### src/design/udsd_pkg.sv
// shared types and constants of the unary delta sample decoder
package udsd_pkg;

	// word classes found by the front end
	localparam logic [1:0] KIND_EMPTY  = 2'd0;
	localparam logic [1:0] KIND_RAW    = 2'd1;
	localparam logic [1:0] KIND_PACKED = 2'd2;
	localparam logic [1:0] KIND_BAD    = 2'd3;

	localparam int WORD_W    = 16;
	localparam int SAMPLE_W  = 12;
	localparam int STREAM_W  = 15;
	localparam int ZCNT_W    = 4;
	localparam logic [ZCNT_W-1:0] MAX_ZEROS = 4'd6;
	localparam logic [SAMPLE_W-1:0] SAMPLE_MAX = 12'hfff;

	// one classified word as held in the queue
	typedef struct packed {
		logic [1:0]          kind;
		logic                first;
		logic [STREAM_W-1:0] data;
	} udsd_entry_t;

endpackage

### src/design/udsd_front.sv
// front end: classifies a word and strips the packed-word marker
module udsd_front (
	input  logic [15:0]          code_word,
	input  logic                 first_of_channel,
	output udsd_pkg::udsd_entry_t entry
);

	logic [3:0]  marker;
	logic [4:0]  shamt;
	logic [15:0] shifted;

	// lowest set bit among bits 0..14
	always_comb begin
		marker = 4'd0;
		for (int i = udsd_pkg::STREAM_W - 1; i >= 0; i--) begin
			if (code_word[i]) begin
				marker = 4'(i);
			end
		end
	end

	// code stream above the marker, closing one at the top
	assign shamt   = {1'b0, marker} + 5'd1;
	assign shifted = code_word >> shamt;

	// classification
	always_comb begin
		entry.first = first_of_channel;
		if (code_word[15:12] == 4'd0) begin
			entry.kind = udsd_pkg::KIND_RAW;
			entry.data = code_word[udsd_pkg::STREAM_W-1:0];
		end else if (!code_word[15]) begin
			entry.kind = udsd_pkg::KIND_BAD;
			entry.data = '0;
		end else if (code_word[14:0] == 15'd0) begin
			entry.kind = udsd_pkg::KIND_EMPTY;
			entry.data = '0;
		end else begin
			entry.kind = udsd_pkg::KIND_PACKED;
			entry.data = shifted[udsd_pkg::STREAM_W-1:0];
		end
	end

endmodule

### src/design/udsd_queue.sv
// small register queue between front and back end
module udsd_queue #(
	parameter int DEPTH = 2
) (
	input  logic                  clk,
	input  logic                  arst_n,
	input  logic                  wr_valid,
	output logic                  wr_ready,
	input  udsd_pkg::udsd_entry_t wr_data,
	output logic                  rd_valid,
	input  logic                  rd_ready,
	output udsd_pkg::udsd_entry_t rd_data
);

	localparam int PTR_W = (DEPTH > 1) ? $clog2(DEPTH) : 1;
	localparam int CNT_W = $clog2(DEPTH + 1);

	udsd_pkg::udsd_entry_t mem_q [DEPTH];
	logic [PTR_W-1:0] wptr_q, rptr_q;
	logic [CNT_W-1:0] count_q;
	logic wr_fire, rd_fire;

	assign wr_ready = (count_q != CNT_W'(DEPTH));
	assign rd_valid = (count_q != '0);
	assign rd_data  = mem_q[rptr_q];
	assign wr_fire  = wr_valid && wr_ready;
	assign rd_fire  = rd_valid && rd_ready;

	// storage
	always_ff @(posedge clk) begin
		if (wr_fire) begin
			mem_q[wptr_q] <= wr_data;
		end
	end

	// pointers and fill count
	always_ff @(posedge clk or negedge arst_n) begin
		if (!arst_n) begin
			wptr_q  <= '0;
			rptr_q  <= '0;
			count_q <= '0;
		end else begin
			if (wr_fire) begin
				wptr_q <= (wptr_q == PTR_W'(DEPTH - 1)) ? '0 : wptr_q + 1'b1;
			end
			if (rd_fire) begin
				rptr_q <= (rptr_q == PTR_W'(DEPTH - 1)) ? '0 : rptr_q + 1'b1;
			end
			if (wr_fire && !rd_fire) begin
				count_q <= count_q + 1'b1;
			end else if (rd_fire && !wr_fire) begin
				count_q <= count_q - 1'b1;
			end
		end
	end

endmodule

### src/design/udsd_back.sv
// back end: code sequencer, sample state and output register
module udsd_back (
	input  logic                  clk,
	input  logic                  arst_n,
	input  logic                  q_valid,
	output logic                  q_ready,
	input  udsd_pkg::udsd_entry_t q_data,
	output logic [11:0]           sample_value,
	output logic                  decode_error,
	output logic                  last_of_word,
	output logic                  out_valid,
	input  logic                  out_ready
);

	logic [udsd_pkg::SAMPLE_W-1:0] prev_q, prev_d, eff_prev;
	logic halted_q, halted_d, eff_halt;
	logic busy_q, busy_d;
	logic [udsd_pkg::STREAM_W-1:0] cur_q, cur_d, cur_next;
	logic out_valid_q, err_q, last_q;
	logic [udsd_pkg::SAMPLE_W-1:0] sample_q;
	logic emit, emit_err, emit_last;
	logic [udsd_pkg::SAMPLE_W-1:0] emit_sample, new_sample;
	logic slot_free, pop;
	logic [udsd_pkg::ZCNT_W-1:0] tz;
	logic [4:0] shamt;
	logic [2:0] mag;
	logic signed [13:0] sum;

	assign slot_free = !out_valid_q || out_ready;
	assign q_ready   = !busy_q && slot_free;
	assign pop       = q_valid && q_ready;

	// zero count of the next code
	always_comb begin
		tz = '0;
		for (int i = udsd_pkg::STREAM_W - 1; i >= 0; i--) begin
			if (cur_q[i]) begin
				tz = udsd_pkg::ZCNT_W'(i);
			end
		end
	end

	assign shamt    = {1'b0, tz} + 5'd1;
	assign cur_next = cur_q >> shamt;

	// difference applied to the previous sample, clamped
	assign mag = 3'((tz + 4'd1) >> 1);
	always_comb begin
		if (tz[0]) begin
			sum = $signed({2'b00, prev_q}) - $signed({11'd0, mag});
		end else begin
			sum = $signed({2'b00, prev_q}) + $signed({11'd0, mag});
		end
		if (sum < 0) begin
			new_sample = '0;
		end else if (sum > $signed({2'b00, udsd_pkg::SAMPLE_MAX})) begin
			new_sample = udsd_pkg::SAMPLE_MAX;
		end else begin
			new_sample = sum[udsd_pkg::SAMPLE_W-1:0];
		end
	end

	// sequencer
	always_comb begin
		prev_d      = prev_q;
		halted_d    = halted_q;
		busy_d      = busy_q;
		cur_d       = cur_q;
		emit        = 1'b0;
		emit_err    = 1'b0;
		emit_last   = 1'b1;
		emit_sample = '0;
		eff_prev    = q_data.first ? '0 : prev_q;
		eff_halt    = q_data.first ? 1'b0 : halted_q;
		if (pop) begin
			prev_d   = eff_prev;
			halted_d = eff_halt;
			if (!eff_halt) begin
				case (q_data.kind)
					udsd_pkg::KIND_RAW: begin
						emit        = 1'b1;
						emit_sample = q_data.data[udsd_pkg::SAMPLE_W-1:0];
						prev_d      = q_data.data[udsd_pkg::SAMPLE_W-1:0];
					end
					udsd_pkg::KIND_BAD: begin
						emit     = 1'b1;
						emit_err = 1'b1;
						halted_d = 1'b1;
					end
					udsd_pkg::KIND_PACKED: begin
						busy_d = 1'b1;
						cur_d  = q_data.data;
					end
					default: begin
					end
				endcase
			end
		end else if (busy_q && slot_free) begin
			emit = 1'b1;
			if (tz > udsd_pkg::MAX_ZEROS) begin
				emit_err = 1'b1;
				halted_d = 1'b1;
				busy_d   = 1'b0;
			end else begin
				emit_sample = new_sample;
				prev_d      = new_sample;
				emit_last   = (cur_next == '0);
				busy_d      = (cur_next != '0);
				cur_d       = cur_next;
			end
		end
	end

	// decoder state
	always_ff @(posedge clk or negedge arst_n) begin
		if (!arst_n) begin
			prev_q      <= '0;
			halted_q    <= 1'b0;
			busy_q      <= 1'b0;
			out_valid_q <= 1'b0;
		end else begin
			prev_q   <= prev_d;
			halted_q <= halted_d;
			busy_q   <= busy_d;
			if (emit) begin
				out_valid_q <= 1'b1;
			end else if (out_ready) begin
				out_valid_q <= 1'b0;
			end
		end
	end

	// code stream and output payload
	always_ff @(posedge clk) begin
		cur_q <= cur_d;
		if (emit) begin
			sample_q <= emit_sample;
			err_q    <= emit_err;
			last_q   <= emit_last;
		end
	end

	assign out_valid    = out_valid_q;
	assign sample_value = sample_q;
	assign decode_error = err_q;
	assign last_of_word = last_q;

	// a code stream in progress always holds its closing one
	a_busy_stream: assert property (@(posedge clk) disable iff (!arst_n)
		busy_q |-> (cur_q != '0))
		else $error("code stream empty while busy");

	// a halted decoder has no word in progress
	a_busy_halt: assert property (@(posedge clk) disable iff (!arst_n)
		busy_q |-> !halted_q)
		else $error("busy while halted");

	// a pending error result leaves the decoder halted
	a_err_halt: assert property (@(posedge clk) disable iff (!arst_n)
		(out_valid_q && err_q) |-> halted_q)
		else $error("error result without halt");

	// an error result is final and carries no sample
	a_err_form: assert property (@(posedge clk) disable iff (!arst_n)
		(out_valid_q && err_q) |-> (last_q && sample_q == '0))
		else $error("malformed error result");

endmodule

### src/design/unary_delta_sample_decoder_top.sv
// top level of the unary delta sample decoder
// Decodes one channel of 16-bit words into 12-bit samples. The front end
// classifies each word on acceptance and writes it into a QUEUE_DEPTH-entry
// queue, so input is taken every cycle while the queue has room. The back
// end takes a raw or malformed word straight into the output register; a packed
// word is loaded into the code sequencer, which retires one code per cycle into
// the output register while that register is free, for up to 15 samples, and
// takes no new word until its codes are done. Words that yield no result
// still pass the back end. A halt after an error lasts until a word flagged
// as the first of a channel.
module unary_delta_sample_decoder_top #(
	parameter int QUEUE_DEPTH = 2
) (
	input  logic        clk,
	input  logic        arst_n,
	input  logic [15:0] code_word,
	input  logic        first_of_channel,
	input  logic        in_valid,
	output logic        in_ready,
	output logic [11:0] sample_value,
	output logic        decode_error,
	output logic        last_of_word,
	output logic        out_valid,
	input  logic        out_ready
);

	udsd_pkg::udsd_entry_t front_entry, back_entry;
	logic q_valid, q_ready;

	// classify incoming words
	udsd_front u_front (
		.code_word        (code_word),
		.first_of_channel (first_of_channel),
		.entry            (front_entry)
	);

	// decouple front and back end
	udsd_queue #(
		.DEPTH (QUEUE_DEPTH)
	) u_queue (
		.clk      (clk),
		.arst_n   (arst_n),
		.wr_valid (in_valid),
		.wr_ready (in_ready),
		.wr_data  (front_entry),
		.rd_valid (q_valid),
		.rd_ready (q_ready),
		.rd_data  (back_entry)
	);

	// decode and emit samples
	udsd_back u_back (
		.clk          (clk),
		.arst_n       (arst_n),
		.q_valid      (q_valid),
		.q_ready      (q_ready),
		.q_data       (back_entry),
		.sample_value (sample_value),
		.decode_error (decode_error),
		.last_of_word (last_of_word),
		.out_valid    (out_valid),
		.out_ready    (out_ready)
	);

endmodule

### config.mk
export PLATFORM = sky130hd
export DESIGN_NAME = unary_delta_sample_decoder_top
export DESIGN_NICKNAME = d
export VERILOG_FILES = /design/src/design/udsd_pkg.sv /design/src/design/udsd_front.sv /design/src/design/udsd_queue.sv /design/src/design/udsd_back.sv /design/src/design/unary_delta_sample_decoder_top.sv
export SDC_FILE = /design/constraint.sdc
export NUM_CORES = 1
export LEC_CHECK = 0
export ABC_AREA = 1
export ABC_CLOCK_PERIOD_IN_PS = 7800
export BUFFER_PORTS_ARGS = -buffer_cell sky130_fd_sc_hd__buf_4
export CAP_MARGIN = 40
export CORE_ASPECT_RATIO = 1.2
export CORE_MARGIN = 4
export CORE_UTILIZATION = 60
export DETAILED_ROUTE_END_ITERATION = 8
export GPL_TIMING_DRIVEN = 1
export MAX_ROUTING_LAYER = met4
export PLACE_DENSITY = 0.76
export SYNTH_ARGS = -nofsm -noshare
export SYNTH_HDL_FRONTEND = slang
export SYNTH_SLANG_ARGS = --single-unit
### constraint.sdc
create_clock -name clk -period 7.8 [get_ports clk]
set_input_delay 1.95 -clock clk [delete_from_list [all_inputs] [get_ports clk]]
set_output_delay 1.95 -clock clk [all_outputs]
set_load 0.1 [all_outputs]
==> key figures, run 1 <==
STA
  • Period minus WS final: 4720 ps
  • Worst Tran Pin Value: 858 ps
  • Fmax: 0.212 GHz
  • Final Worst Setup Slack: 3080 ps
  • Fin. Hold Viols: 0
  • Setup Skew: between 20 and 25 ps
  • Slew headroom: 0.426
  • RSZ-0062 raised after global routing: no
  • Final setup fails: 0
  • Tcrit/Tclk final: 0.605
  • Fin. max-slew vios: 0
  • Sum Neg Setup Slack: 0 ps

Synth
  • Net Count, Synth: 774
  • Synthesized area: 5560 sq um
  • Syn avg cell area: around 7.5 sq um
  • Synth Register Bits: 84
  • Unique masters post-synth: 36
  • Cells after Synth: 742
  • Yosys warns: 0
  • Post-synthesis sequential area ratio: 0.436

Placement
  • Placer congestion estimate: 0.992
  • Port Buffers: 36
  • HPWL after detailed placement: 10800 microns
  • DP Worst Slack: 2850 ps

Clock network
  • Worst-Skew Late Latency: 380 ps
  • CTS tree: done
  • Clock Path Buffers: 2
  • TritonCTS sink count: 84
  • Post-cts resize count: 0
  • Post-CTS Setup Bufs: 0
  • CTS buffer count: 9
  • Hold buffers post-CTS: 0
  • H-tree depth: 3
  • Clk pin slew, worst setup/hold paths: 90 ps
  • Root Driver: clkbuf_8

Pwr
  • Static Leak: approximately 0.0028 uW
  • Max VDD drop: 0.401 mV
  • Cell Pwr Density: 481 nW/um^2

Floorplan
  • FP Rows: 38
  • Chip width: approximately 96 microns
  • Core area: about 9000 sq um
  • Io pins: 37
  • Initial Util: 0.616
  • Die Span Y: between 100 and 150 microns
  • DIE AREA: 10900 sq um

Flow run
  • Max-cap violations: 0

Drt
  • DRC: 0
  • DR iter-0 viols: between 300 and 400
  • Drt pass-1 iters: 7
  • DR WL/cell: 15.7 microns
  • Vias: 5140
  • Vias per cell: 5.77
  • ANT nets after route: 0
  • DRT Wirelength: 14000 microns

Setup path
  • Worst Path Class, Setup: reg -> reg
  • Reg-to-Reg End: u_back.sample_value[6]$_DFFE_PP_
  • Worst EP required: 7920 ps
  • Path depth of the worst reg2reg path: 23
  • CP Launch Type: register
  • Critical Path Sink: u_back.sample_value[6]$_DFFE_PP_
  • Worst Setup SP: u_back.cur_q[13]$_DFFE_PP_
  • Worst R2R Start: u_back.cur_q[13]$_DFFE_PP_
  • Critical path fanouts, max: 16
  • Arrival time worst endpoint: just under 5000 ps
  • R2R Setup Slk: 3080 ps
  • Worst Setup End Kind: register

Run status
  • Status: completed

Global routing
  • First-pass GRT wire length: 23300 microns
  • Largest net degree at the start of global routing: 45
  • Initial antenna violation count: 0
  • Number of global-route vias before repair: 4897
  • GRT Total Usage: 0.281
  • Global route overflow: 0

Hold path
  • Hold Crit Class: reg -> reg
  • Hold path depth: 1

Layout
  • ANT cells: 0
  • Most frequent cells in the layout: nand2_1 (216), nand3_1 (103), inv_1 (81)
  • Commonest non-fill, non-tap cell in the layout: nand2_1
  • Area Growth Syn to Fin: 9.76%
  • Fin nets: 798
  • Share of layout cells above drive strength 1: 0.0908
==> cell usage after synthesis, drive strengths merged <==
library cell,count,area share
xor2,14,0.022
nor3,9,0.0081
nor4,7,0.0079
a31oi,5,0.0056
and2,1,0.0016
nor2,53,0.036
buf,12,0.013
ha,9,0.020
dfrtp,19,0.085
nand4,6,0.0067
nand2,221,0.15
or2,1,0.0011
o2111ai,3,0.0047
o21bai,2,0.0027
clkbuf,16,0.011
edfxtp,65,0.35
clkinv,2,0.0014
mux2i,6,0.011
o41ai,1,0.0016
o21ai,62,0.056
xnor2,1,0.0016
nand3,104,0.094
o211ai,14,0.019
inv,84,0.057
fa,2,0.0072
o22ai,6,0.0067
a21oi,16,0.014
o32ai,1,0.0016
==> layer usage <==
metal  vias to the layer above  share of wire  track usage
met3                        38          0.047       0.0383
met4                         0          0.034        0.113
met1                      2352           0.41        0.337
met2                       207           0.51        0.474
li1                       2543              -            -
met5                         -              0            -
==> how the worst min path moves through the flow <==
| stage | startpoint | endpoint | slack, ps |
|---|---|---|---|
| detailed placement | u_queue.count_q[0]$_DFFE_PN0P_ | u_queue.count_q[0]$_DFFE_PN0P_ | 470 |
| global route | u_queue.count_q[0]$_DFFE_PN0P_ | u_queue.count_q[0]$_DFFE_PN0P_ | 510 |
| CTS | u_queue.count_q[0]$_DFFE_PN0P_ | u_queue.count_q[0]$_DFFE_PN0P_ | 490 |
| finish | u_queue.count_q[0]$_DFFE_PN0P_ | u_queue.count_q[0]$_DFFE_PN0P_ | 490 |
| global placement | u_queue.count_q[0]$_DFFE_PN0P_ | u_queue.count_q[0]$_DFFE_PN0P_ | 460 |
| floorplan | u_queue.count_q[0]$_DFFE_PN0P_ | u_queue.count_q[0]$_DFFE_PN0P_ | 450 |
==> final cells by class <==
| type | instances | area (sq um) |
|---|---|---|
| Tap cell | 120 | 150 |
| Inverter | 86 | 323 |
| Clock inverter | 6 | 67.6 |
| Clock buffer | 10 | 149 |
| Sequential cell | 84 | 2430 |
| Fill cell | 809 | 2930 |
| Timing Repair Buffer | 41 | 308 |
| Multi-Input combinational cell | 544 | 2680 |
==> metrics by stage <==
stage | std cells | hold WS [ps] | utilization | power, uW | area (sq um)
after floorplan | 742 | 446 | - | 2200 | 5560
after global placement | 874 | 460 | 0.651 | 2550 | 5880
after detailed placement | 875 | 471 | 0.652 | 2590 | 5890
after CTS | 891 | 488 | 0.676 | 2920 | 6110
after global routing | 891 | 513 | 0.676 | 3170 | 6110
final | 891 | 490 | 0.676 | 2930 | 6110
==> flip-flops by register name (all words and copies together), names as in the netlist, 2 cells and up <==
signal / cells
u_queue.mem_q: 36
u_back.cur_q: 15
u_back.prev_q: 12
u_back.sample_value: 12
u_queue.count_q: 2
==> worst max-delay path, cell delays in order, from the launching register on <==
cell and delay [ps]:
edfxtp_1 450, inv_1 110, nand3_1 70, nand3_1 70, nand3_1 70, nand3_1 80, nand3_1 110, nand2_1 100
nand3_2 270, inv_1 530, ha_1 270, xor2_1 300, inv_1 140, fa_1 430, inv_1 70, o21ai_0 90
nor2_1 160, nand3_1 130, nor2_1 160, nand2_1 70, o41ai_1 260, inv_1 280, o2111ai_1 180, nand2_1 90
==> cells by family (layout without fill, tap and decap cells) <==
family          after synthesis  after routing  share of synthesized area
fa+ha+maj                    11             11                     0.0274
compound gates              110            110                      0.112
simple gates                402            402                      0.307
flops                        84             84                      0.436
xor+xnor                     15             15                     0.0236
mux                           6              6                     0.0108
buf+inv                     114            143                     0.0823
==> where the power goes <==
part           switching (uW)  internal, uW  total, uW  leakage, uW
clock network             164           169        332     0.000104
registers                 123           731        853     0.000861
logic                    1270           481       1750      0.00185
(Power assumes the default switching activity.)
==> inputs of run 2 (changes only) <==
ABC_AREA = 0   (was 1)
ABC_CLOCK_PERIOD_IN_PS = 4440   (was 7800)
clock period = 4.44 ns   (was 7.8 ns; I/O delays follow)
==> key figures, run 2 <==
Layout
  • Largest registers: u_queue.mem_q (36), u_back.cur_q (15)
  • Fin nets: 676 (-15%)
  • Area Growth Syn to Fin: 11.1%
  • Fillers: 778 (-3.8%)
  • Most frequent cells in the layout: edfxtp_1 (65), nor2_1 (61), nand2_1 (59)
  • Number of flip-flops in the largest register: 36 (unchanged)
  • Non-filler cells, final: 769 (-14%)
  • Share of layout cells above drive strength 1: 0.143 (+0.0525)
  • Commonest non-fill, non-tap cell in the layout: edfxtp_1
  • ANT cells: 0 (unchanged)
  • Top reg by flops: u_queue.mem_q
  • Post-route cell area: 6400 sq um (+4.8%)

Clock network
  • Clk pin slew, worst setup/hold paths: 90 ps (about the same)
  • CTS tree: done
  • Hold buffers post-CTS: 0 (unchanged)
  • CTS buffer count: 9 (unchanged)
  • Clock Path Buffers: 2 (unchanged)
  • Post-cts resize count: 0 (unchanged)
  • TritonCTS sink count: 84 (unchanged)
  • Root Driver: clkbuf_8
  • Post-CTS Setup Bufs: 0 (unchanged)
  • Worst-Skew Late Latency: 360 ps (-20 ps)
  • H-tree depth: 3 (unchanged)

Floorplan
  • Core area: 9220 sq um (+2.1%)
  • Die Span Y: 115 microns (+1.6%)
  • DIE AREA: 11200 sq um (+3.2%)
  • Chip width: 97.4 microns (+1.6%)
  • FP Rows: 38 (unchanged)
  • Initial Util: 0.624 (+0.00819)
  • Io pins: 37 (unchanged)

Drt
  • DR WL/cell: 19.7 microns (+25%)
  • DRT Wirelength: 15100 microns (+7.9%)
  • DR iter-0 viols: 404 (+8.6%)
  • DRC: 0 (unchanged)
  • ANT nets after route: 0 (unchanged)
  • Vias: 5074 (-1.3%)
  • Drt pass-1 iters: 7 (unchanged)
  • Vias per cell: 6.60 (+14%)

STA
  • RSZ-0062 raised after global routing: no
  • Slew headroom: 0.453 (+0.0265)
  • Fin. Hold Viols: 0 (unchanged)
  • Final setup fails: 0 (unchanged)
  • Tcrit/Tclk final: 0.938 (+0.333)
  • Period minus WS final: 4170 ps (-554 ps)
  • Minimum hold slack: 502 ps (+11.9 ps)
  • Fmax: 0.240 GHz (+13%)
  • Sum Neg Setup Slack: 0 ps (unchanged)
  • Fin. max-slew vios: 0 (unchanged)
  • Setup Skew: 18.4 ps (-2.65 ps)
  • Worst Tran Pin Value: 816 ps (-42.0 ps)

Hold path
  • Hold Crit Class: reg -> reg
  • Hold path depth: 1 (unchanged)
  • Min-delay src: u_queue.wptr_q$_DFFE_PN0P_

Synth
  • Cells after Synth: 618 (-17%)
  • Yosys warns: 0 (unchanged)
  • Synth top cells by count: edfxtp_1 (65), nor2_1 (61), nand2_1 (59)
  • Syn avg cell area: 9.31 sq um (+24%)
  • Top-count cell post-synth: edfxtp_1
  • Synth Register Bits: 84 (unchanged)
  • Leading area contributor after synthesis: edfxtp_1
  • Synthesized area: 5760 sq um (+3.5%)
  • Post-synth top area share: 0.339 (-0.0117)
  • Main area contributors after synthesis: edfxtp_1 (34%), dfrtp_1 (8.3%), mux2i_1 (7.0%), nor2_1 (4.0%), nand2_1 (3.8%)
  • FFs w/ async S/R, synth: 0.226 (unchanged)
  • Post-synthesis sequential area ratio: 0.422 (-0.0146)
  • Net Count, Synth: 650 (-16%)
  • EDFF count, synth: 65 (unchanged)
  • Ys flop type: edfxtp_1
  • Unique masters post-synth: 72 (+100%)

Placement
  • Port Buffers: 36 (unchanged)
  • Placer congestion estimate: 0.949 (-4.4%)
  • HPWL after detailed placement: 11200 microns (+4.0%)
  • Cell Area, Placed: 6160 sq um (+4.6%)
  • Placed cell count: 752 (-14%)

Global routing
  • Global route overflow: 0 (unchanged)
  • Largest net degree at the start of global routing: 30 (-33%)
  • Number of global-route vias before repair: 4884 (-0.27%)
  • First-pass GRT wire length: 24700 microns (+6.1%)
  • Initial antenna violation count: 0 (unchanged)
  • GRT Total Usage: 0.284 (+0.00302)

Setup path
  • Crit path cell chain: or4_1, o221a_1, nor2b_1, inv_4, ha_1, inv_1, ha_1, inv_1, fa_1, nand2b_1, nand2_1, or3_1, o31a_1, o311ai_0, o21ai_1, a21o_1
  • Worst EP required: 4710 ps (-3210 ps)
  • Worst Setup End Kind: register
  • Worst Path Class, Setup: reg -> reg
  • Worst R2R Start: u_back.cur_q[7]$_DFFE_PP_
  • Arrival time worst endpoint: 4430 ps (-410 ps)
  • Worst Setup SP: u_back.cur_q[7]$_DFFE_PP_
  • CP Launch Type: register
  • Crit path largest cell delay: 580 ps (+50 ps)
  • Path depth of the worst reg2reg path: 16 (-30%)
  • Critical path fanouts, max: 9 (-7)
  • Critical path's slowest cell: or4_1

Pwr
  • Final Total Pwr: 4590 uW (+56%)
  • Max VDD drop: 0.438 mV (+9.0%)
  • Static Leak: 0.00255 uW (-9.5%)
  • Cell Pwr Density: 718 nW/um^2 (+49%)

Run status
  • Status: completed

Flow run
  • Max-cap violations: 0 (unchanged)
-- run 2: cell type report --
cell class | instances | area [sq um] | area share
flip-flops and latches | 84 | 2430 | 0.379
clock inverters | 5 | 62.6 | 0.00978
well taps | 120 | 150 | 0.0235
repair buffers | 56 | 440 | 0.0689
multi-input cells | 476 | 3090 | 0.483
clock buffers | 11 | 163 | 0.0254
inverters | 17 | 66.3 | 0.0104
-- run 2: per-layer routing --
layer | routed length (microns) | vias to the layer above | track usage
met2 | 7410 | 256 | 0.459
met1 | 5810 | 2376 | 0.336
li1 | - | 2378 | -
met5 | 0 | - | -
met3 | 1090 | 64 | 0.0473
met4 | 824 | 0 | 0.168
-- run 2: logic make-up after synthesis --
| kind of cell | synth area share |
|---|---|
| simple gates | 0.184 |
| fa+ha+maj | 0.0265 |
| compound gates | 0.218 |
| xor+xnor | 0.0213 |
| mux | 0.0852 |
| buf+inv | 0.0435 |
| flops | 0.422 |
-- run 2: power by group --
| part | total [uW] | internal, uW | leakage [uW] | switching [uW] |
|---|---|---|---|---|
| Sequential | 1460 | 1200 | 0.000860 | 261 |
| Clock | 603 | 316 | 0.000118 | 286 |
| Combinational | 2530 | 910 | 0.00157 | 1620 |
-- run 2: worst paths after layout --
kind	end	slack, ps
max in group asynchronous	u_queue.rptr_q$_DFFE_PN0P_	3590
min	u_queue.wptr_q$_DFFE_PN0P_	500
max	u_back.prev_q[6]$_DFFE_PN0P_	270
min in group asynchronous	u_back.prev_q[6]$_DFFE_PN0P_	620
min reg2reg	u_queue.wptr_q$_DFFE_PN0P_	500
max reg2reg	u_back.prev_q[6]$_DFFE_PN0P_	270
-- run 2: worst max-delay path, delay by kind of cell (launching register included) --
kind                       cells  cell delay (ps)
adders and majority gates      3              800
DFF                            1              510
AOI/OAI and AO/OA              5             1110
buffers and inverters          3              190
and+or+nand+nor                5             1440
-- run 2: per-stage QoR --
| step | util | setup slack (ps) |
|---|---|---|
| floorplan | - | 328 |
| global placement | 0.665 | 396 |
| detailed placement | 0.668 | 268 |
| CTS | 0.692 | 260 |
| global route | 0.693 | 29.7 |
| finish | 0.693 | 274 |
==> inputs of run 3 (changes only) <==
SYNTH_HIERARCHICAL = 1   (was default)
==> key figures, run 3 <==
Setup path
  • Reg-to-Reg End: u_back/prev_q[2]$_DFFE_PN0P_
  • Worst R2R Start: u_back/cur_q[11]$_DFFE_PP_
  • Critical path fanouts, max: 6 (-3)
  • Worst Path Class, Setup: reg -> reg
  • Worst Setup End Kind: register
  • Arrival time worst endpoint: 4510 ps (+80 ps)
  • Worst EP required: 4650 ps (-60 ps)
  • CP Launch Type: register
  • R2R Setup Slk: 150 ps (-130 ps)
  • Path depth of the worst reg2reg path: 17 (+1)

Floorplan
  • Io pins: 37 (unchanged)
  • Initial Util: 0.617 (-0.00700)
  • Core area: 10600 sq um (+15%)
  • Chip width: 103 microns (+5.9%)
  • Die Span Y: 122 microns (+6.0%)
  • FP Rows: 41 (+7.9%)
  • DIE AREA: 12600 sq um (+12%)

Clock network
  • Hold buffers post-CTS: 0 (unchanged)
  • H-tree depth: 3 (unchanged)
  • TritonCTS sink count: 84 (unchanged)
  • Root Driver: clkbuf_16
  • Clk pin slew, worst setup/hold paths: 60 ps (-30 ps)
  • CTS buffer count: 9 (unchanged)
  • CTS tree: done
  • Post-CTS Setup Bufs: 0 (unchanged)
  • Post-cts resize count: 0 (unchanged)
  • Worst-Skew Late Latency: 350 ps (about the same)
  • Clock Path Buffers: 2 (unchanged)

Hold path
  • Min-delay src: u_queue/count_q[1]$_DFFE_PN0P_
  • Hold path depth: 1 (unchanged)
  • Hold Crit Class: reg -> reg
  • Hold Path Sink: u_queue/count_q[1]$_DFFE_PN0P_

STA
  • Slew headroom: 0.359 (-0.0933)
  • Fmax: 0.233 GHz (-2.9%)
  • Setup Skew: 7.36 ps (-11.0 ps)
  • Tcrit/Tclk final: 0.967 (+0.0284)
  • Fin. Hold Viols: 0 (unchanged)
  • Final setup fails: 0 (unchanged)
  • Worst Tran Pin Value: 961 ps (+145 ps)
  • Final Worst Setup Slack: 148 ps (-126 ps)
  • Sum Neg Setup Slack: 0 ps (unchanged)
  • Period minus WS final: 4290 ps (+126 ps)
  • Fin. max-slew vios: 0 (unchanged)
  • Minimum hold slack: 516 ps (+14.3 ps)

Synth
  • Post-synth top area share: 0.299 (-0.0398)
  • Synthesized area: 6520 sq um (+13%)
  • Yosys warns: 6 (+6)
  • Leading area contributor after synthesis: edfxtp_1
  • EDFF count, synth: 65 (unchanged)
  • Syn avg cell area: 8.99 sq um (-3.4%)
  • Net Count, Synth: 757 (+16%)
  • Ys flop type: edfxtp_1
  • Cells after Synth: 725 (+17%)
  • Unique masters post-synth: 82 (+14%)
  • Main area contributors after synthesis: edfxtp_1 (30%), dfrtp_1 (7.3%), a21oi_1 (4.5%), nor2_1 (3.9%), nand2_1 (3.8%)
  • Top-count cell post-synth: nor2_1
  • Synth top cells by count: nor2_1 (67), nand2_1 (66), edfxtp_1 (65)
  • Synth Register Bits: 84 (unchanged)
  • Post-synthesis sequential area ratio: 0.372 (-0.0494)
  • FFs w/ async S/R, synth: 0.226 (unchanged)

Pwr
  • Static Leak: 0.00282 uW (+10%)
  • Reg power frac: 0.275 (-0.043)
  • Net switching power: 2890 uW (+33%)
  • Clock Power Share: 0.131 (about the same)
  • Int Power: 2940 uW (+21%)
  • Fraction of power spent switching nets: 0.495 (+0.0234)
  • Max VDD drop: 0.387 mV (-12%)
  • Gate power share: 0.594 (+0.043)
  • Cell Pwr Density: 813 nW/um^2 (+13%)

Layout
  • Non-filler cells, final: 877 (+14%)
  • ANT cells: 0 (unchanged)
  • Area Growth Syn to Fin: 9.88%
  • Top reg by flops: u_queue/mem_q
  • Commonest non-fill, non-tap cell in the layout: nor2_1
  • Largest registers: u_queue/mem_q (36), u_back/cur_q (15)
  • Most frequent cells in the layout: nor2_1 (67), nand2_1 (66), edfxtp_1 (65)
  • Post-route cell area: 7160 sq um (+12%)
  • Number of flip-flops in the largest register: 36 (unchanged)
  • Share of layout cells above drive strength 1: 0.172 (+0.0292)
  • Fin nets: 775 (+15%)

Drt
  • DR iter-0 viols: 677 (+68%)
  • DRC: 0 (unchanged)
  • DRT Wirelength: 19900 microns (+32%)
  • Drt pass-1 iters: 6 (-1)
  • Vias per cell: 7.01 (+6.2%)
  • ANT nets after route: 0 (unchanged)
  • Vias: 6145 (+21%)
  • DR WL/cell: 22.7 microns (+15%)

Global routing
  • Number of global-route vias before repair: 6045 (+24%)
  • Largest net degree at the start of global routing: 31 (+3.3%)
  • Global route overflow: 0 (unchanged)
  • GRT Total Usage: 0.336 (+0.0523)
  • First-pass GRT wire length: 31600 microns (+28%)
  • Initial antenna violation count: 0 (unchanged)

Flow run
  • Max-cap violations: 0 (unchanged)

Run status
  • Status: completed

Placement
  • HPWL after detailed placement: 14700 microns (+31%)
  • Placer congestion estimate: 1.05 (+11%)
  • DP Worst Slack: 205 ps (-62.9 ps)
  • Cell Area, Placed: 6850 sq um (+11%)
  • Placed cell count: 861 (+14%)
  • Port Buffers: 36 (unchanged)
## run 3: final cells by class
class / instances / area, sq um
clock buffer: 9 / 225
clock inverter: 7 / 81.3
fill: 845 / 3400
inverter: 26 / 97.6
multi-input combinational: 559 / 3700
sequential: 84 / 2430
tap: 129 / 161
timing repair buffer: 63 / 473
## run 3: worst max-delay path, cell delays in order, from the launching register on
cell,delay [ps]
edfxtp_1,400
or4_4,560
o221a_4,330
o21ai_4,140
inv_2,60
ha_1,280
inv_1,60
ha_1,200
fa_1,420
a21o_1,190
and2_1,160
and3_1,230
a21oi_1,320
a221oi_1,130
a21oi_1,150
nor2_1,90
a211oi_1,330
a21oi_1,90
## run 3: power by group through the flow
stage	Combinational (uW)	Clock [uW]	Sequential (uW)
after floorplan	2190	0	1870
after global placement	3280	0	1570
after detailed placement	3350	0	1600
after CTS	3380	774	1590
after global routing	3700	806	1640
final	3460	764	1600
## run 3: cell families (layout without fill, tap and decap cells)
group           after synthesis  count (layout)  synth area share
compound gates              230             230             0.243
xor+xnor                     11              11            0.0148
fa+ha+maj                    11              11            0.0234
buf+inv                      82             105            0.0633
flops                        84              84             0.372
mux                          42              42            0.0781
simple gates                265             265             0.205
## run 3: worst max-delay path by stage
stage                                     from                             to  slack, ps  cells past startpoint
floorplan           u_back/cur_q[11]$_DFFE_PP_  u_back/prev_q[10]$_DFFE_PN0P_        130                     17
global placement    u_back/cur_q[11]$_DFFE_PP_  u_back/prev_q[10]$_DFFE_PN0P_        360                     16
detailed placement  u_back/cur_q[11]$_DFFE_PP_  u_back/prev_q[10]$_DFFE_PN0P_        210                     16
CTS                 u_back/cur_q[11]$_DFFE_PP_   u_back/prev_q[6]$_DFFE_PN0P_        200                     16
global route        u_back/cur_q[11]$_DFFE_PP_   u_back/prev_q[2]$_DFFE_PN0P_         -2                     17
finish              u_back/cur_q[11]$_DFFE_PP_   u_back/prev_q[2]$_DFFE_PN0P_        150                     17
## run 3: through the flow
stage / total power (uW) / utilization
2_1_floorplan: 4060 / -
3_3_place_gp: 4850 / 0.648
3_5_place_dp: 4960 / 0.648
4_1_cts: 5750 / 0.677
5_1_grt: 6140 / 0.678
6_report: 5830 / 0.678
## run 3: per-layer routing
| metal | track usage | up-vias | wire, microns |
|---|---|---|---|
| met2 | 0.561 | 369 | 10100 |
| met5 | - | - | 0 |
| met3 | 0.0521 | 101 | 1540 |
| li1 | - | 2771 | - |
| met1 | 0.380 | 2904 | 7030 |
| met4 | 0.189 | 0 | 1270 |
